## config.mk

```make
export PLATFORM = sky130hd
export DESIGN_NAME = bwt_run_mark_encoder_flat
export DESIGN_NICKNAME = d
export VERILOG_FILES = /design/src/sv/bre_pkg.sv /design/src/sv/bre_sym_if.sv /design/src/sv/bre_chunk_if.sv /design/src/sv/bre_front.sv /design/src/sv/bre_queue.sv /design/src/sv/bre_back.sv /design/src/sv/bwt_run_mark_encoder.sv /design/src/flat_wrapper.sv
export VERILOG_INCLUDE_DIRS = /design/src /design/src/sv
export SDC_FILE = /design/constraint.sdc
export NUM_CORES = 1
export LEC_CHECK = 0
export ABC_AREA = 1
export BUFFER_PORTS_ARGS = -buffer_cell sky130_fd_sc_hd__buf_2
export CORE_UTILIZATION = 55
export DETAILED_ROUTE_END_ITERATION = 6
export PLACE_DENSITY = 0.73
export SYNTH_ARGS = -nofsm -noshare
export SYNTH_HDL_FRONTEND = slang
export SYNTH_SLANG_ARGS = --single-unit
```

## constraint.sdc

```tcl
create_clock -name clk_i -period 14.7 [get_ports clk_i]
set_clock_uncertainty 0.05 [all_clocks]
set_input_delay 1.47 -clock clk_i [delete_from_list [all_inputs] [get_ports clk_i]]
set_output_delay 1.47 -clock clk_i [all_outputs]
set_load 0.02 [all_outputs]
```

## src/sv/assert_macros.svh

```systemverilog
// Assertion macros shared by the encoder RTL.
`ifndef ASSERT_MACROS_SVH
`define ASSERT_MACROS_SVH

// Same-cycle implication, checked out of reset.
`define BRE_ASSERT_IMP(lbl, clk, rst_n, ante, cons) \
  lbl: assert property (@(posedge clk) disable iff (!rst_n) (ante) |-> (cons)) \
    else $error("same-cycle check failed");

// Next-cycle implication, checked out of reset.
`define BRE_ASSERT_NXT(lbl, clk, rst_n, ante, cons) \
  lbl: assert property (@(posedge clk) disable iff (!rst_n) (ante) |=> (cons)) \
    else $error("next-cycle check failed");

`endif

```

## src/sv/bre_pkg.sv

```systemverilog
// Types and constants of the run/mark entry encoder.
`default_nettype none

package bre_pkg;

  localparam int unsigned SYM_W           = 24;
  localparam int unsigned OFF_W           = 64;
  localparam int unsigned CHUNK_W         = 64;
  localparam int unsigned CHUNK_BITS_W    = 7;
  localparam int unsigned MAX_SYMBOL_BITS = 24;
  localparam int unsigned RUN_LEN_W       = 63;  // widest run counter supported
  localparam int unsigned RUN_LOG_W       = 6;
  localparam int unsigned QUEUE_DEPTH     = 2;   // power of two
  localparam int unsigned APB_ADDR_W      = 4;
  localparam int unsigned APB_DATA_W      = 32;

  typedef logic [1:0] cfg_idx_t;
  localparam cfg_idx_t CFG_SYMBOL_BITS = 2'd0;
  localparam cfg_idx_t CFG_OFFSET_BITS = 2'd1;
  localparam cfg_idx_t CFG_END_SYMBOL  = 2'd2;

  localparam logic [4:0]       RST_SYMBOL_BITS = 5'd8;
  localparam logic [6:0]       RST_OFFSET_BITS = 7'd32;
  localparam logic [SYM_W-1:0] RST_END_SYMBOL  = 24'd255;

  typedef struct packed {
    logic [4:0]       symbol_bits;
    logic [6:0]       offset_bits;
    logic [SYM_W-1:0] end_symbol;
  } cfg_t;

  // What follows the optional closing run of an entry.
  typedef enum logic [1:0] {
    KIND_RUN,
    KIND_MARK,
    KIND_FINISH
  } kind_e;

  // Chunk currently produced by the back end; ST_START means "entry not begun".
  typedef enum logic [3:0] {
    ST_START,
    ST_RUN_HDR,
    ST_RUN_ZERO,
    ST_RUN_VAL,
    ST_MARK_HDR,
    ST_MARK_OFF,
    ST_END_HDR,
    ST_END_VAL,
    ST_PAD
  } step_e;

  typedef struct packed {
    logic                 has_run;
    kind_e                kind;
    logic [SYM_W-1:0]     run_sym;
    logic [RUN_LEN_W-1:0] run_len;
    logic [RUN_LOG_W-1:0] run_log;   // floor(log2(run_len))
    logic [SYM_W-1:0]     mark_sym;
    logic [OFF_W-1:0]     offset;
  } entry_t;

endpackage

`default_nettype wire

```

## src/sv/bre_sym_if.sv

```systemverilog
// Input channel: one transform symbol per item.
`default_nettype none

interface bre_sym_if;
  logic                       valid;
  logic                       ready;
  logic [bre_pkg::SYM_W-1:0]  symbol;
  logic                       has_mark;
  logic [bre_pkg::OFF_W-1:0]  mark_offset;
  logic                       finish;

  modport source (output valid, symbol, has_mark, mark_offset, finish, input ready);
  modport sink   (input valid, symbol, has_mark, mark_offset, finish, output ready);
endinterface

`default_nettype wire

```

## src/sv/bre_chunk_if.sv

```systemverilog
// Output channel: one bit chunk per item.
`default_nettype none

interface bre_chunk_if;
  logic                              valid;
  logic                              ready;
  logic [bre_pkg::CHUNK_W-1:0]       chunk_value;
  logic [bre_pkg::CHUNK_BITS_W-1:0]  chunk_bits;
  logic                              last_chunk;

  modport source (output valid, chunk_value, chunk_bits, last_chunk, input ready);
  modport sink   (input valid, chunk_value, chunk_bits, last_chunk, output ready);
endinterface

`default_nettype wire

```

## src/sv/bre_front.sv

```systemverilog
// Front end: run tracking and entry classification.
`default_nettype none

module bre_front #(
  parameter int unsigned RUN_BITS = 40
) (
  input  wire logic           clk_i,
  input  wire logic           rst_ni,
  bre_sym_if.sink             sym_i,
  input  wire logic           full_i,
  output logic                push_o,
  output bre_pkg::entry_t     entry_o
);

  localparam int unsigned LogW = $clog2(RUN_BITS);
  localparam logic [RUN_BITS-1:0] RunMax = '1;
  localparam logic [RUN_BITS-1:0] RunOne = RUN_BITS'(1);

  logic [bre_pkg::SYM_W-1:0] sym_q, sym_d;
  logic                      held_q, held_d;
  logic [RUN_BITS-1:0]       cnt_q, cnt_d, cnt_inc;
  logic [LogW-1:0]           log_q, log_d;
  logic                      accept;

  assign sym_i.ready = !full_i;
  assign accept      = sym_i.valid && !full_i;
  assign cnt_inc     = cnt_q + RunOne;

  always_comb begin
    sym_d  = sym_q;
    held_d = held_q;
    cnt_d  = cnt_q;
    log_d  = log_q;
    push_o = 1'b0;

    entry_o.has_run  = held_q;
    entry_o.kind     = bre_pkg::KIND_RUN;
    entry_o.run_sym  = sym_q;
    entry_o.run_len  = bre_pkg::RUN_LEN_W'(cnt_q);
    entry_o.run_log  = bre_pkg::RUN_LOG_W'(log_q);
    entry_o.mark_sym = sym_i.symbol;
    entry_o.offset   = sym_i.mark_offset;

    if (accept) begin
      if (sym_i.finish || sym_i.has_mark) begin
        // finish wins over a mark; both close the held run
        push_o       = 1'b1;
        entry_o.kind = sym_i.finish ? bre_pkg::KIND_FINISH : bre_pkg::KIND_MARK;
        sym_d        = '0;
        held_d       = 1'b0;
        cnt_d        = '0;
        log_d        = '0;
      end else if (held_q && sym_i.symbol == sym_q) begin
        if (cnt_q == RunMax) begin
          // counter full: ship the saturated run, restart at one
          push_o = 1'b1;
          cnt_d  = RunOne;
          log_d  = '0;
        end else begin
          cnt_d = cnt_inc;
          // log2 steps up when the new count is a power of two
          if ((cnt_inc & cnt_q) == '0) begin
            log_d = log_q + LogW'(1);
          end
        end
      end else begin
        push_o = held_q;
        sym_d  = sym_i.symbol;
        held_d = 1'b1;
        cnt_d  = RunOne;
        log_d  = '0;
      end
    end
  end

  always_ff @(posedge clk_i or negedge rst_ni) begin
    if (!rst_ni) begin
      sym_q  <= '0;
      held_q <= 1'b0;
      cnt_q  <= '0;
      log_q  <= '0;
    end else begin
      sym_q  <= sym_d;
      held_q <= held_d;
      cnt_q  <= cnt_d;
      log_q  <= log_d;
    end
  end

endmodule

`default_nettype wire

```

## src/sv/bre_queue.sv

```systemverilog
// Entry queue between front and back end.
`default_nettype none

module bre_queue (
  input  wire logic             clk_i,
  input  wire logic             rst_ni,
  input  wire logic             push_i,
  input  wire bre_pkg::entry_t  entry_i,
  output logic                  full_o,
  output logic                  valid_o,
  output bre_pkg::entry_t       head_o,
  input  wire logic             pop_i
);

  localparam int unsigned PtrW = $clog2(bre_pkg::QUEUE_DEPTH);

  bre_pkg::entry_t mem_q [bre_pkg::QUEUE_DEPTH];
  logic [PtrW-1:0] wptr_q, rptr_q;
  logic [PtrW:0]   cnt_q;

  assign full_o  = cnt_q == (PtrW + 1)'(bre_pkg::QUEUE_DEPTH);
  assign valid_o = cnt_q != '0;
  assign head_o  = mem_q[rptr_q];

  always_ff @(posedge clk_i) begin
    if (push_i) begin
      mem_q[wptr_q] <= entry_i;
    end
  end

  // depth is a power of two, so the pointers wrap on their own
  always_ff @(posedge clk_i or negedge rst_ni) begin
    if (!rst_ni) begin
      wptr_q <= '0;
      rptr_q <= '0;
      cnt_q  <= '0;
    end else begin
      if (push_i) begin
        wptr_q <= wptr_q + PtrW'(1);
      end
      if (pop_i) begin
        rptr_q <= rptr_q + PtrW'(1);
      end
      if (push_i && !pop_i) begin
        cnt_q <= cnt_q + (PtrW + 1)'(1);
      end else if (pop_i && !push_i) begin
        cnt_q <= cnt_q - (PtrW + 1)'(1);
      end
    end
  end

endmodule

`default_nettype wire

```

## src/sv/bre_back.sv

```systemverilog
// Back end: chunk sequencer with output register.
`default_nettype none

module bre_back (
  input  wire logic             clk_i,
  input  wire logic             rst_ni,
  input  wire bre_pkg::cfg_t    cfg_i,
  input  wire logic             head_valid_i,
  input  wire bre_pkg::entry_t  head_i,
  output logic                  pop_o,
  bre_chunk_if.source           chunk_o
);

  bre_pkg::step_e step_q, step_d, cur_step, nxt_step;

  logic [2:0]                          phase_q, phase_d;
  logic                                out_valid_q;
  logic [bre_pkg::CHUNK_W-1:0]         val_q, val_d;
  logic [bre_pkg::CHUNK_BITS_W-1:0]    bits_q, bits_d;
  logic                                last_q, last_d;
  logic                                advance;

  logic [4:0]                  sym_w;
  logic [6:0]                  off_w;
  logic [bre_pkg::SYM_W-1:0]   sym_mask, hdr_sym;
  logic [bre_pkg::OFF_W-1:0]   off_mask;
  logic                        hdr_flag;
  logic [bre_pkg::CHUNK_W-1:0] hdr_val;

  // clamp the coded widths
  always_comb begin
    if (cfg_i.symbol_bits == 5'd0) begin
      sym_w = 5'd1;
    end else if (cfg_i.symbol_bits > 5'(bre_pkg::MAX_SYMBOL_BITS)) begin
      sym_w = 5'(bre_pkg::MAX_SYMBOL_BITS);
    end else begin
      sym_w = cfg_i.symbol_bits;
    end
    if (cfg_i.offset_bits == 7'd0) begin
      off_w = 7'd1;
    end else if (cfg_i.offset_bits > 7'(bre_pkg::OFF_W)) begin
      off_w = 7'(bre_pkg::OFF_W);
    end else begin
      off_w = cfg_i.offset_bits;
    end
  end

  assign sym_mask = {bre_pkg::SYM_W{1'b1}} >> (5'(bre_pkg::SYM_W) - sym_w);
  assign off_mask = {bre_pkg::OFF_W{1'b1}} >> (7'(bre_pkg::OFF_W) - off_w);
  assign advance  = head_valid_i && (!out_valid_q || chunk_o.ready);

  always_comb begin
    if (step_q != bre_pkg::ST_START) begin
      cur_step = step_q;
    end else if (head_i.has_run) begin
      cur_step = bre_pkg::ST_RUN_HDR;
    end else if (head_i.kind == bre_pkg::KIND_MARK) begin
      cur_step = bre_pkg::ST_MARK_HDR;
    end else begin
      cur_step = bre_pkg::ST_END_HDR;
    end

    case (cur_step)
      bre_pkg::ST_MARK_HDR: begin
        hdr_sym  = head_i.mark_sym;
        hdr_flag = 1'b1;
      end
      bre_pkg::ST_END_HDR: begin
        hdr_sym  = cfg_i.end_symbol;
        hdr_flag = 1'b0;
      end
      default: begin
        hdr_sym  = head_i.run_sym;
        hdr_flag = 1'b0;
      end
    endcase
    hdr_val = {39'd0, hdr_sym & sym_mask, hdr_flag};

    val_d    = '0;
    bits_d   = 7'd1;
    nxt_step = bre_pkg::ST_START;
    case (cur_step)
      bre_pkg::ST_RUN_HDR: begin
        val_d    = hdr_val;
        bits_d   = {2'b00, sym_w} + 7'd1;
        nxt_step = (head_i.run_log != '0) ? bre_pkg::ST_RUN_ZERO : bre_pkg::ST_RUN_VAL;
      end
      bre_pkg::ST_RUN_ZERO: begin
        bits_d   = 7'(head_i.run_log);
        nxt_step = bre_pkg::ST_RUN_VAL;
      end
      bre_pkg::ST_RUN_VAL: begin
        val_d  = bre_pkg::CHUNK_W'(head_i.run_len);
        bits_d = 7'(head_i.run_log) + 7'd1;
        case (head_i.kind)
          bre_pkg::KIND_MARK:   nxt_step = bre_pkg::ST_MARK_HDR;
          bre_pkg::KIND_FINISH: nxt_step = bre_pkg::ST_END_HDR;
          default:              nxt_step = bre_pkg::ST_START;
        endcase
      end
      bre_pkg::ST_MARK_HDR: begin
        val_d    = hdr_val;
        bits_d   = {2'b00, sym_w} + 7'd1;
        nxt_step = bre_pkg::ST_MARK_OFF;
      end
      bre_pkg::ST_MARK_OFF: begin
        val_d  = head_i.offset & off_mask;
        bits_d = off_w;
      end
      bre_pkg::ST_END_HDR: begin
        val_d    = hdr_val;
        bits_d   = {2'b00, sym_w} + 7'd1;
        nxt_step = bre_pkg::ST_END_VAL;
      end
      bre_pkg::ST_END_VAL: begin
        // closing run of length one, then pad if off a byte boundary
        val_d    = bre_pkg::CHUNK_W'(1);
        nxt_step = (phase_q + 3'd1 != 3'd0) ? bre_pkg::ST_PAD : bre_pkg::ST_START;
      end
      bre_pkg::ST_PAD: begin
        bits_d = {3'b000, 4'd8 - {1'b0, phase_q}};
      end
      default: begin
        nxt_step = bre_pkg::ST_START;
      end
    endcase

    last_d  = nxt_step == bre_pkg::ST_START;
    pop_o   = advance && last_d;
    step_d  = advance ? nxt_step : step_q;
    phase_d = advance ? phase_q + bits_d[2:0] : phase_q;
  end

  always_ff @(posedge clk_i or negedge rst_ni) begin
    if (!rst_ni) begin
      step_q      <= bre_pkg::ST_START;
      phase_q     <= '0;
      out_valid_q <= 1'b0;
    end else begin
      step_q  <= step_d;
      phase_q <= phase_d;
      if (advance) begin
        out_valid_q <= 1'b1;
      end else if (chunk_o.ready) begin
        out_valid_q <= 1'b0;
      end
    end
  end

  always_ff @(posedge clk_i) begin
    if (advance) begin
      val_q  <= val_d;
      bits_q <= bits_d;
      last_q <= last_d;
    end
  end

  assign chunk_o.valid       = out_valid_q;
  assign chunk_o.chunk_value = val_q;
  assign chunk_o.chunk_bits  = bits_q;
  assign chunk_o.last_chunk  = last_q;

endmodule

`default_nettype wire

```

## src/sv/bwt_run_mark_encoder.sv

```systemverilog
// Top level of the run/mark entry encoder.
//
//  channel   dir  handshake        payload
//  --------  ---  ---------------  ---------------------------------------------
//  sym_i     in   valid/ready      symbol, has_mark, mark_offset, finish
//  chunk_o   out  valid/ready      chunk_value, chunk_bits, last_chunk
//  APB       in   psel/penable     paddr, pwdata, pwrite -> prdata, pready
//
//  An item is taken every cycle while the two-entry queue has room; an item that
//  only extends a run is absorbed with no entry unless its counter is full. The
//  back end sends one chunk a cycle unless stalled: a run entry takes 2 or 3
//  chunks, a mark item up to 5, a finish up to 6. Reset is asynchronous, active
//  low, and clears run state, queue and bit phase. The output register lets the
//  sink stall without blocking the front end until the queue fills.
`include "assert_macros.svh"
`default_nettype none

module bwt_run_mark_encoder #(
  parameter int unsigned RUN_BITS = 40
) (
  input  wire logic                              clk_i,
  input  wire logic                              rst_ni,
  bre_sym_if.sink                                sym_i,
  bre_chunk_if.source                            chunk_o,
  input  wire logic                              psel,
  input  wire logic                              penable,
  input  wire logic                              pwrite,
  input  wire logic [bre_pkg::APB_ADDR_W-1:0]    paddr,
  input  wire logic [bre_pkg::APB_DATA_W-1:0]    pwdata,
  output logic      [bre_pkg::APB_DATA_W-1:0]    prdata,
  output logic                                   pready
);

  bre_pkg::cfg_t    cfg_q;
  bre_pkg::cfg_idx_t reg_idx;
  logic             cfg_wr;

  bre_pkg::entry_t  push_entry, head_entry;
  logic             push, pop, q_full, q_valid;

  // ---------------------------------------------------------------------------
  // Register port: pready tied high, registers at 4-byte strides
  // ---------------------------------------------------------------------------
  assign pready  = 1'b1;
  assign reg_idx = paddr[3:2];
  assign cfg_wr  = psel && penable && pwrite;

  always_ff @(posedge clk_i or negedge rst_ni) begin
    if (!rst_ni) begin
      cfg_q.symbol_bits <= bre_pkg::RST_SYMBOL_BITS;
      cfg_q.offset_bits <= bre_pkg::RST_OFFSET_BITS;
      cfg_q.end_symbol  <= bre_pkg::RST_END_SYMBOL;
    end else if (cfg_wr) begin
      case (reg_idx)
        bre_pkg::CFG_SYMBOL_BITS: cfg_q.symbol_bits <= pwdata[4:0];
        bre_pkg::CFG_OFFSET_BITS: cfg_q.offset_bits <= pwdata[6:0];
        bre_pkg::CFG_END_SYMBOL:  cfg_q.end_symbol  <= pwdata[bre_pkg::SYM_W-1:0];
        default: ;  // unmapped address, write dropped
      endcase
    end
  end

  always_comb begin
    case (reg_idx)
      bre_pkg::CFG_SYMBOL_BITS: prdata = {27'd0, cfg_q.symbol_bits};
      bre_pkg::CFG_OFFSET_BITS: prdata = {25'd0, cfg_q.offset_bits};
      bre_pkg::CFG_END_SYMBOL:  prdata = {8'd0, cfg_q.end_symbol};
      default:                  prdata = '0;
    endcase
  end

  // ---------------------------------------------------------------------------
  // Front end: holds the current run, turns each closing event into one entry
  // ---------------------------------------------------------------------------
  bre_front #(
    .RUN_BITS (RUN_BITS)
  ) u_front (
    .clk_i   (clk_i),
    .rst_ni  (rst_ni),
    .sym_i   (sym_i),
    .full_i  (q_full),
    .push_o  (push),
    .entry_o (push_entry)
  );

  // ---------------------------------------------------------------------------
  // Queue decouples run tracking from chunk emission
  // ---------------------------------------------------------------------------
  bre_queue u_queue (
    .clk_i   (clk_i),
    .rst_ni  (rst_ni),
    .push_i  (push),
    .entry_i (push_entry),
    .full_o  (q_full),
    .valid_o (q_valid),
    .head_o  (head_entry),
    .pop_i   (pop)
  );

  // ---------------------------------------------------------------------------
  // Back end: walks each entry chunk by chunk, tracks byte phase for padding
  // ---------------------------------------------------------------------------
  bre_back u_back (
    .clk_i        (clk_i),
    .rst_ni       (rst_ni),
    .cfg_i        (cfg_q),
    .head_valid_i (q_valid),
    .head_i       (head_entry),
    .pop_o        (pop),
    .chunk_o      (chunk_o)
  );

  // ---------------------------------------------------------------------------
  // Checks
  // ---------------------------------------------------------------------------
  `BRE_ASSERT_IMP(a_no_overflow, clk_i, rst_ni, q_full, !push)
  `BRE_ASSERT_IMP(a_finish_pushes, clk_i, rst_ni, sym_i.valid && sym_i.ready && sym_i.finish, push)
  `BRE_ASSERT_IMP(a_chunk_bits, clk_i, rst_ni, chunk_o.valid, chunk_o.chunk_bits != 7'd0 && chunk_o.chunk_bits <= 7'd64)
  `BRE_ASSERT_NXT(a_push_lands, clk_i, rst_ni, push && !pop, q_valid)

endmodule

`default_nettype wire
```

## src/flat_wrapper.sv

```systemverilog
// flat-port wrapper written by rule: the top's interface ports become plain ports
module bwt_run_mark_encoder_flat 
#(
  parameter int unsigned RUN_BITS = 40
)
  (clk_i, rst_ni, psel, penable, pwrite, paddr, pwdata, prdata, pready, sym_i_valid, sym_i_symbol, sym_i_has_mark, sym_i_mark_offset, sym_i_finish, sym_i_ready, chunk_o_valid, chunk_o_chunk_value, chunk_o_chunk_bits, chunk_o_last_chunk, chunk_o_ready);
  bre_sym_if sym_i_i ();
  bre_chunk_if chunk_o_i ();
  input  wire logic clk_i;
  input  wire logic rst_ni;
  input  wire logic psel;
  input  wire logic penable;
  input  wire logic pwrite;
  input  wire logic [bre_pkg::APB_ADDR_W-1:0] paddr;
  input  wire logic [bre_pkg::APB_DATA_W-1:0] pwdata;
  output logic      [bre_pkg::APB_DATA_W-1:0] prdata;
  output logic pready;
  input wire logic [$bits(sym_i_i.valid)-1:0] sym_i_valid;
  input wire logic [$bits(sym_i_i.symbol)-1:0] sym_i_symbol;
  input wire logic [$bits(sym_i_i.has_mark)-1:0] sym_i_has_mark;
  input wire logic [$bits(sym_i_i.mark_offset)-1:0] sym_i_mark_offset;
  input wire logic [$bits(sym_i_i.finish)-1:0] sym_i_finish;
  output wire logic [$bits(sym_i_i.ready)-1:0] sym_i_ready;
  output wire logic [$bits(chunk_o_i.valid)-1:0] chunk_o_valid;
  output wire logic [$bits(chunk_o_i.chunk_value)-1:0] chunk_o_chunk_value;
  output wire logic [$bits(chunk_o_i.chunk_bits)-1:0] chunk_o_chunk_bits;
  output wire logic [$bits(chunk_o_i.last_chunk)-1:0] chunk_o_last_chunk;
  input wire logic [$bits(chunk_o_i.ready)-1:0] chunk_o_ready;
  assign sym_i_i.valid = sym_i_valid;
  assign sym_i_i.symbol = sym_i_symbol;
  assign sym_i_i.has_mark = sym_i_has_mark;
  assign sym_i_i.mark_offset = sym_i_mark_offset;
  assign sym_i_i.finish = sym_i_finish;
  assign sym_i_ready = sym_i_i.ready;
  assign chunk_o_valid = chunk_o_i.valid;
  assign chunk_o_chunk_value = chunk_o_i.chunk_value;
  assign chunk_o_chunk_bits = chunk_o_i.chunk_bits;
  assign chunk_o_last_chunk = chunk_o_i.last_chunk;
  assign chunk_o_i.ready = chunk_o_ready;
  bwt_run_mark_encoder #(.RUN_BITS(RUN_BITS)) u_core (.clk_i(clk_i), .rst_ni(rst_ni), .sym_i(sym_i_i), .chunk_o(chunk_o_i), .psel(psel), .penable(penable), .pwrite(pwrite), .paddr(paddr), .pwdata(pwdata), .prdata(prdata), .pready(pready));
endmodule
```

==> metrics.md <==
| Metric | Value |
|---|---|
| Reg2Reg Depth | 17 |
| Distinct cells, synth | 51 |
| DRT Pass-1 Iters | 7 |
| Total number of vias | 17000 |
| Worst hold-check slack | 0.422 ns |
| Die height | 206 um |
| YS warnings | 0 |
| WL per Instance | 20.7 um |
| Final worst-path setup slack | 9.64 ns |
| Critical Path Start | u_core.u_queue.rptr_q |
| R2R Path End | u_core.u_queue.cnt_q[1] |
| Tot GR Track Use | 28.9% |
| Area share of fa/ha/maj cells after synthesis | 3.31% |
| Crit path arrival time | 5.44 ns |
| Chip width | 206 um |
| Pwr dens | 194 nW/um^2 |
| CTS root buf | clkbuf_16 |
| Cell Area, Placed | 24500 sq um |
| Non-Filler Instances | 2975 |
| Mux contribution to synthesized area | 0.830% |
| Initial Util | 56.0% |
| Pleak | 11.2 nW |
| R2r setup slk | 9.64 ns |
| Synth Instances | 2191 |
| Synth Area in Compound Gates | 6.50% |
| Critical Path Sink Type | flop |
| Mean post-synth cell area | 10.5 sq um |
| Min-delay src | u_core.u_queue.wptr_q |
| Post-synthesis simple-gate area fraction | 19.2% |
| DP Cell Count | 2879 |
| Worst Tran Pin Value | 1.14 ns |
| Synthesis-to-layout area growth | 14.3% |
| Worst-case clock buffer depth | 3 |
| Worst setup path class | reg -> reg |
| Seq/Total Area, Yosys | 64.7% |
| Number of remaining DRC errors | 1 |
| F_max | 198 MHz |
| DP HPWL | 41600 um |
| Combinational family with the most area after synthesis | simple AND/OR/NAND/NOR gates |
| Hold Path Class | reg -> reg |
| Layout cells sized above 1 | 15.0% |
| Area of the multi-input gates | 7190 sq um |
| Total negative slack | 0 ns |
| Largest net degree at the start of global routing | 106 |
| Routed vias/inst | 5.72 |
| # rows | 74 |
| Setup Fix Bufs, Post-CTS | 0 |
| DP Worst Slack | 9.68 ns |
| Cell area after layout | 26200 sq um |
| Antenna-violating nets left | 0 |
| P_sw | 1.89 mW |
| Final wirelength | 61500 um |
| Critical Path RT | 15.08 ns |
| Slew HR | 23.5% |
| Pint | 3.18 mW |
| Failing checks | DRC |
| Period utilization | 34.4% |
| Total congestion overflow | 0 |
| GPL Wtd Cong | 0.955 |
| Core area | 40900 sq um |
| Ys flop type | edfxtp_1 |
| Sequential cell area | 14800 sq um |
| Clock share of power | 26.2% |
| Fillers | 3131 |
| Mapped Area | 22900 sq um |
| Hold_buf cts | 0 |
| CTS Buf Count | 51 |
| CP Launch Type | flop |
| First-pass GRT wire length | 91900 um |
| Post-synth ARST share | 23.2% |
| Switching part of the total power | 37.3% |
| Number of synthesized register bits | 513 |
| Worst-path clk slew | 0.06 ns |
| Max-cap violations | 0 |
| Final setup viols | 0 |
| Initial antenna violation count | 3 |
| DIE AREA | 42500 sq um |
| Min-Delay Endpoint | u_core.u_queue.wptr_q |
| Number of enable flip-flop cells after synthesis | 394 |
| Final critical-path required period | 5.06 ns |
| Clk sink count | 513 |
| Final hold violations | 0 |
| Io pins | 240 |
| Post_cts resized | 0 |
| XOR/XNOR Fraction of Synth Area | 1.38% |
| Critical R2R Launch | u_core.u_queue.rptr_q |
| Final layout net count | 2593 |
| Clock latency on the worst-skew pair | 0.58 ns |
| RSZ-0062 raised after global routing | no |
| CTS tree | built |
| H-Tree Depth | 2 |
| Drt first-iter violations | 2265 |
| PortBufs | 220 |
| Slew Limit Fails | 0 |
| Seq pwr share | 42.2% |
| Vias in the first global route | 16000 |
| Worst vdd ir | 0.000118 V |
| Combinational power share | 31.6% |
| Crit-path max FO | 64 |
| Worst Hold Depth | 2 |
| Status | finished with violations |
==> how the worst max path moves through the flow <==
stage	to	slack, ns	cells after the start
2_1_floorplan	u_core.u_queue.mem_q[1][0]	5.24	9
3_3_place_gp	u_core.u_front.cnt_q[13]	9.78	8
3_5_place_dp	u_core.u_front.cnt_q[27]	9.68	8
4_1_cts	u_core.u_queue.cnt_q[1]	9.75	17
5_1_grt	u_core.u_queue.cnt_q[1]	9.26	17
6_report	u_core.u_queue.cnt_q[1]	9.64	17
==> synthesized netlist by cell type, types with 3 or more instances <==
cell type / n / area (sq um)
o221ai_1: 3 / 26.3
nand3_2: 3 / 30.0
buf_4: 10 / 75.1
nor3_1: 27 / 135
nand4_1: 33 / 206
nor2_1: 128 / 480
or2_2: 10 / 62.6
nor4_1: 13 / 81.3
o211ai_1: 13 / 97.6
dfrtp_1: 109 / 2730
a21o_1: 6 / 45.0
inv_2: 5 / 18.8
buf_2: 11 / 55.1
nand3_1: 99 / 495
xnor2_1: 24 / 210
buf_1: 6 / 22.5
dfstp_2: 10 / 263
o2111ai_1: 3 / 26.3
o21ai_2: 10 / 87.6
nand2_1: 724 / 2720
inv_1: 144 / 541
ha_1: 59 / 738
clkbuf_1: 59 / 221
o22ai_1: 4 / 25.0
edfxtp_1: 394 / 11800
mux2i_1: 19 / 190
a21oi_1: 92 / 460
a211oi_1: 3 / 22.5
xor2_1: 12 / 105
o21ai_0: 129 / 646
==> per-layer routing <==
metal	up-vias	track usage, %	wire, um
li1	7859	-	-
met1	8146	42.4	25100
met2	921	43.3	27900
met3	104	4.94	6370
met4	0	10.8	2040
met5	-	0	0
==> power groups by stage <==
| stage | sequential, mW | clock [mW] | combinational [mW] |
|---|---|---|---|
| after global routing | 2.17 | 1.39 | 1.75 |
| after detailed placement | 2.16 | 0 | 1.57 |
| final | 2.14 | 1.33 | 1.60 |
| after global placement | 2.15 | 0 | 1.54 |
| after floorplan | 2.27 | 0 | 0.912 |
| after CTS | 2.13 | 1.34 | 1.58 |
==> cell families after synthesis <==
group,Yosys count
AOI/OAI and AO/OA,270
DFF,513
other,2
and+or+nand+nor,1054
muxes,19
adders and majority gates,60
xor gates and xnor gates,36
buffers and inverters,237
==> critical path, stage by stage (launching register included) <==
cell,delay [ns]
dfrtp_4,0.81
inv_4,0.43
or2_2,0.40
o21ai_0,0.22
ha_1,0.24
inv_1,0.04
nand3_1,0.15
nand2_1,0.13
nand2_1,0.12
nor2_2,0.08
inv_1,0.50
nand4_1,0.27
nor2_1,0.37
nand3_1,0.17
ha_1,0.37
a21oi_1,0.15
o21ai_0,0.14
xor2_1,0.18
==> layout make-up <==
| class | count | share of cell area, % |
|---|---|---|
| Sequential cell | 513 | 56.6 |
| Multi-Input combinational cell | 1448 | 27.5 |
| Clock buffer | 69 | 5.41 |
| Timing Repair Buffer | 236 | 4.67 |
| Tap cell | 532 | 2.54 |
| Inverter | 150 | 2.18 |
| Clock inverter | 24 | 1.10 |
| Antenna cell | 3 | 0.0287 |
==> cell usage in the layout, fill, tap and decap left out, types with 4 or more instances in the layout <==
cell type and instances:
nor2_1 127, nand2_1 724, o21ai_2 10, clkinv_2 10, nand4_1 33, xor2_1 12, o22ai_1 4, or2_2 10
a21oi_1 91, clkinv_1 5, mux2i_1 19, conb_1 9, buf_2 219, ha_1 59, bufinv_16 6, clkbuf_1 13
clkbuf_16 53, a21o_1 6, dfrtp_1 108, buf_4 17, inv_1 142, o211ai_1 13, nand3_1 99, nor4_1 13
inv_2 5, o21ai_0 129, dfstp_2 10, nor3_1 27, xnor2_1 24, edfxtp_1 394
==> through the flow <==
step	utilization, %	total power, mW
after floorplan	-	3.18
after global placement	59.8	3.69
after detailed placement	59.8	3.73
after CTS	64.0	5.05
after global routing	64.0	5.31
final	64.0	5.07
==> sequential cells by signal, indices dropped and copies added, names as in the netlist, 2 cells and up <==
signal and count:
u_core.cfg_q 36, u_core.u_back.chunk_o.chunk_bits 7, u_core.u_back.chunk_o.chunk_value 64, u_core.u_back.phase_q 3, u_core.u_back.step_q 4, u_core.u_front.cnt_q 40
u_core.u_front.log_q 6, u_core.u_front.sym_q 24, u_core.u_queue.cnt_q 2, u_core.u_queue.mem_q 322
Power figures use the tool's default switching activity.
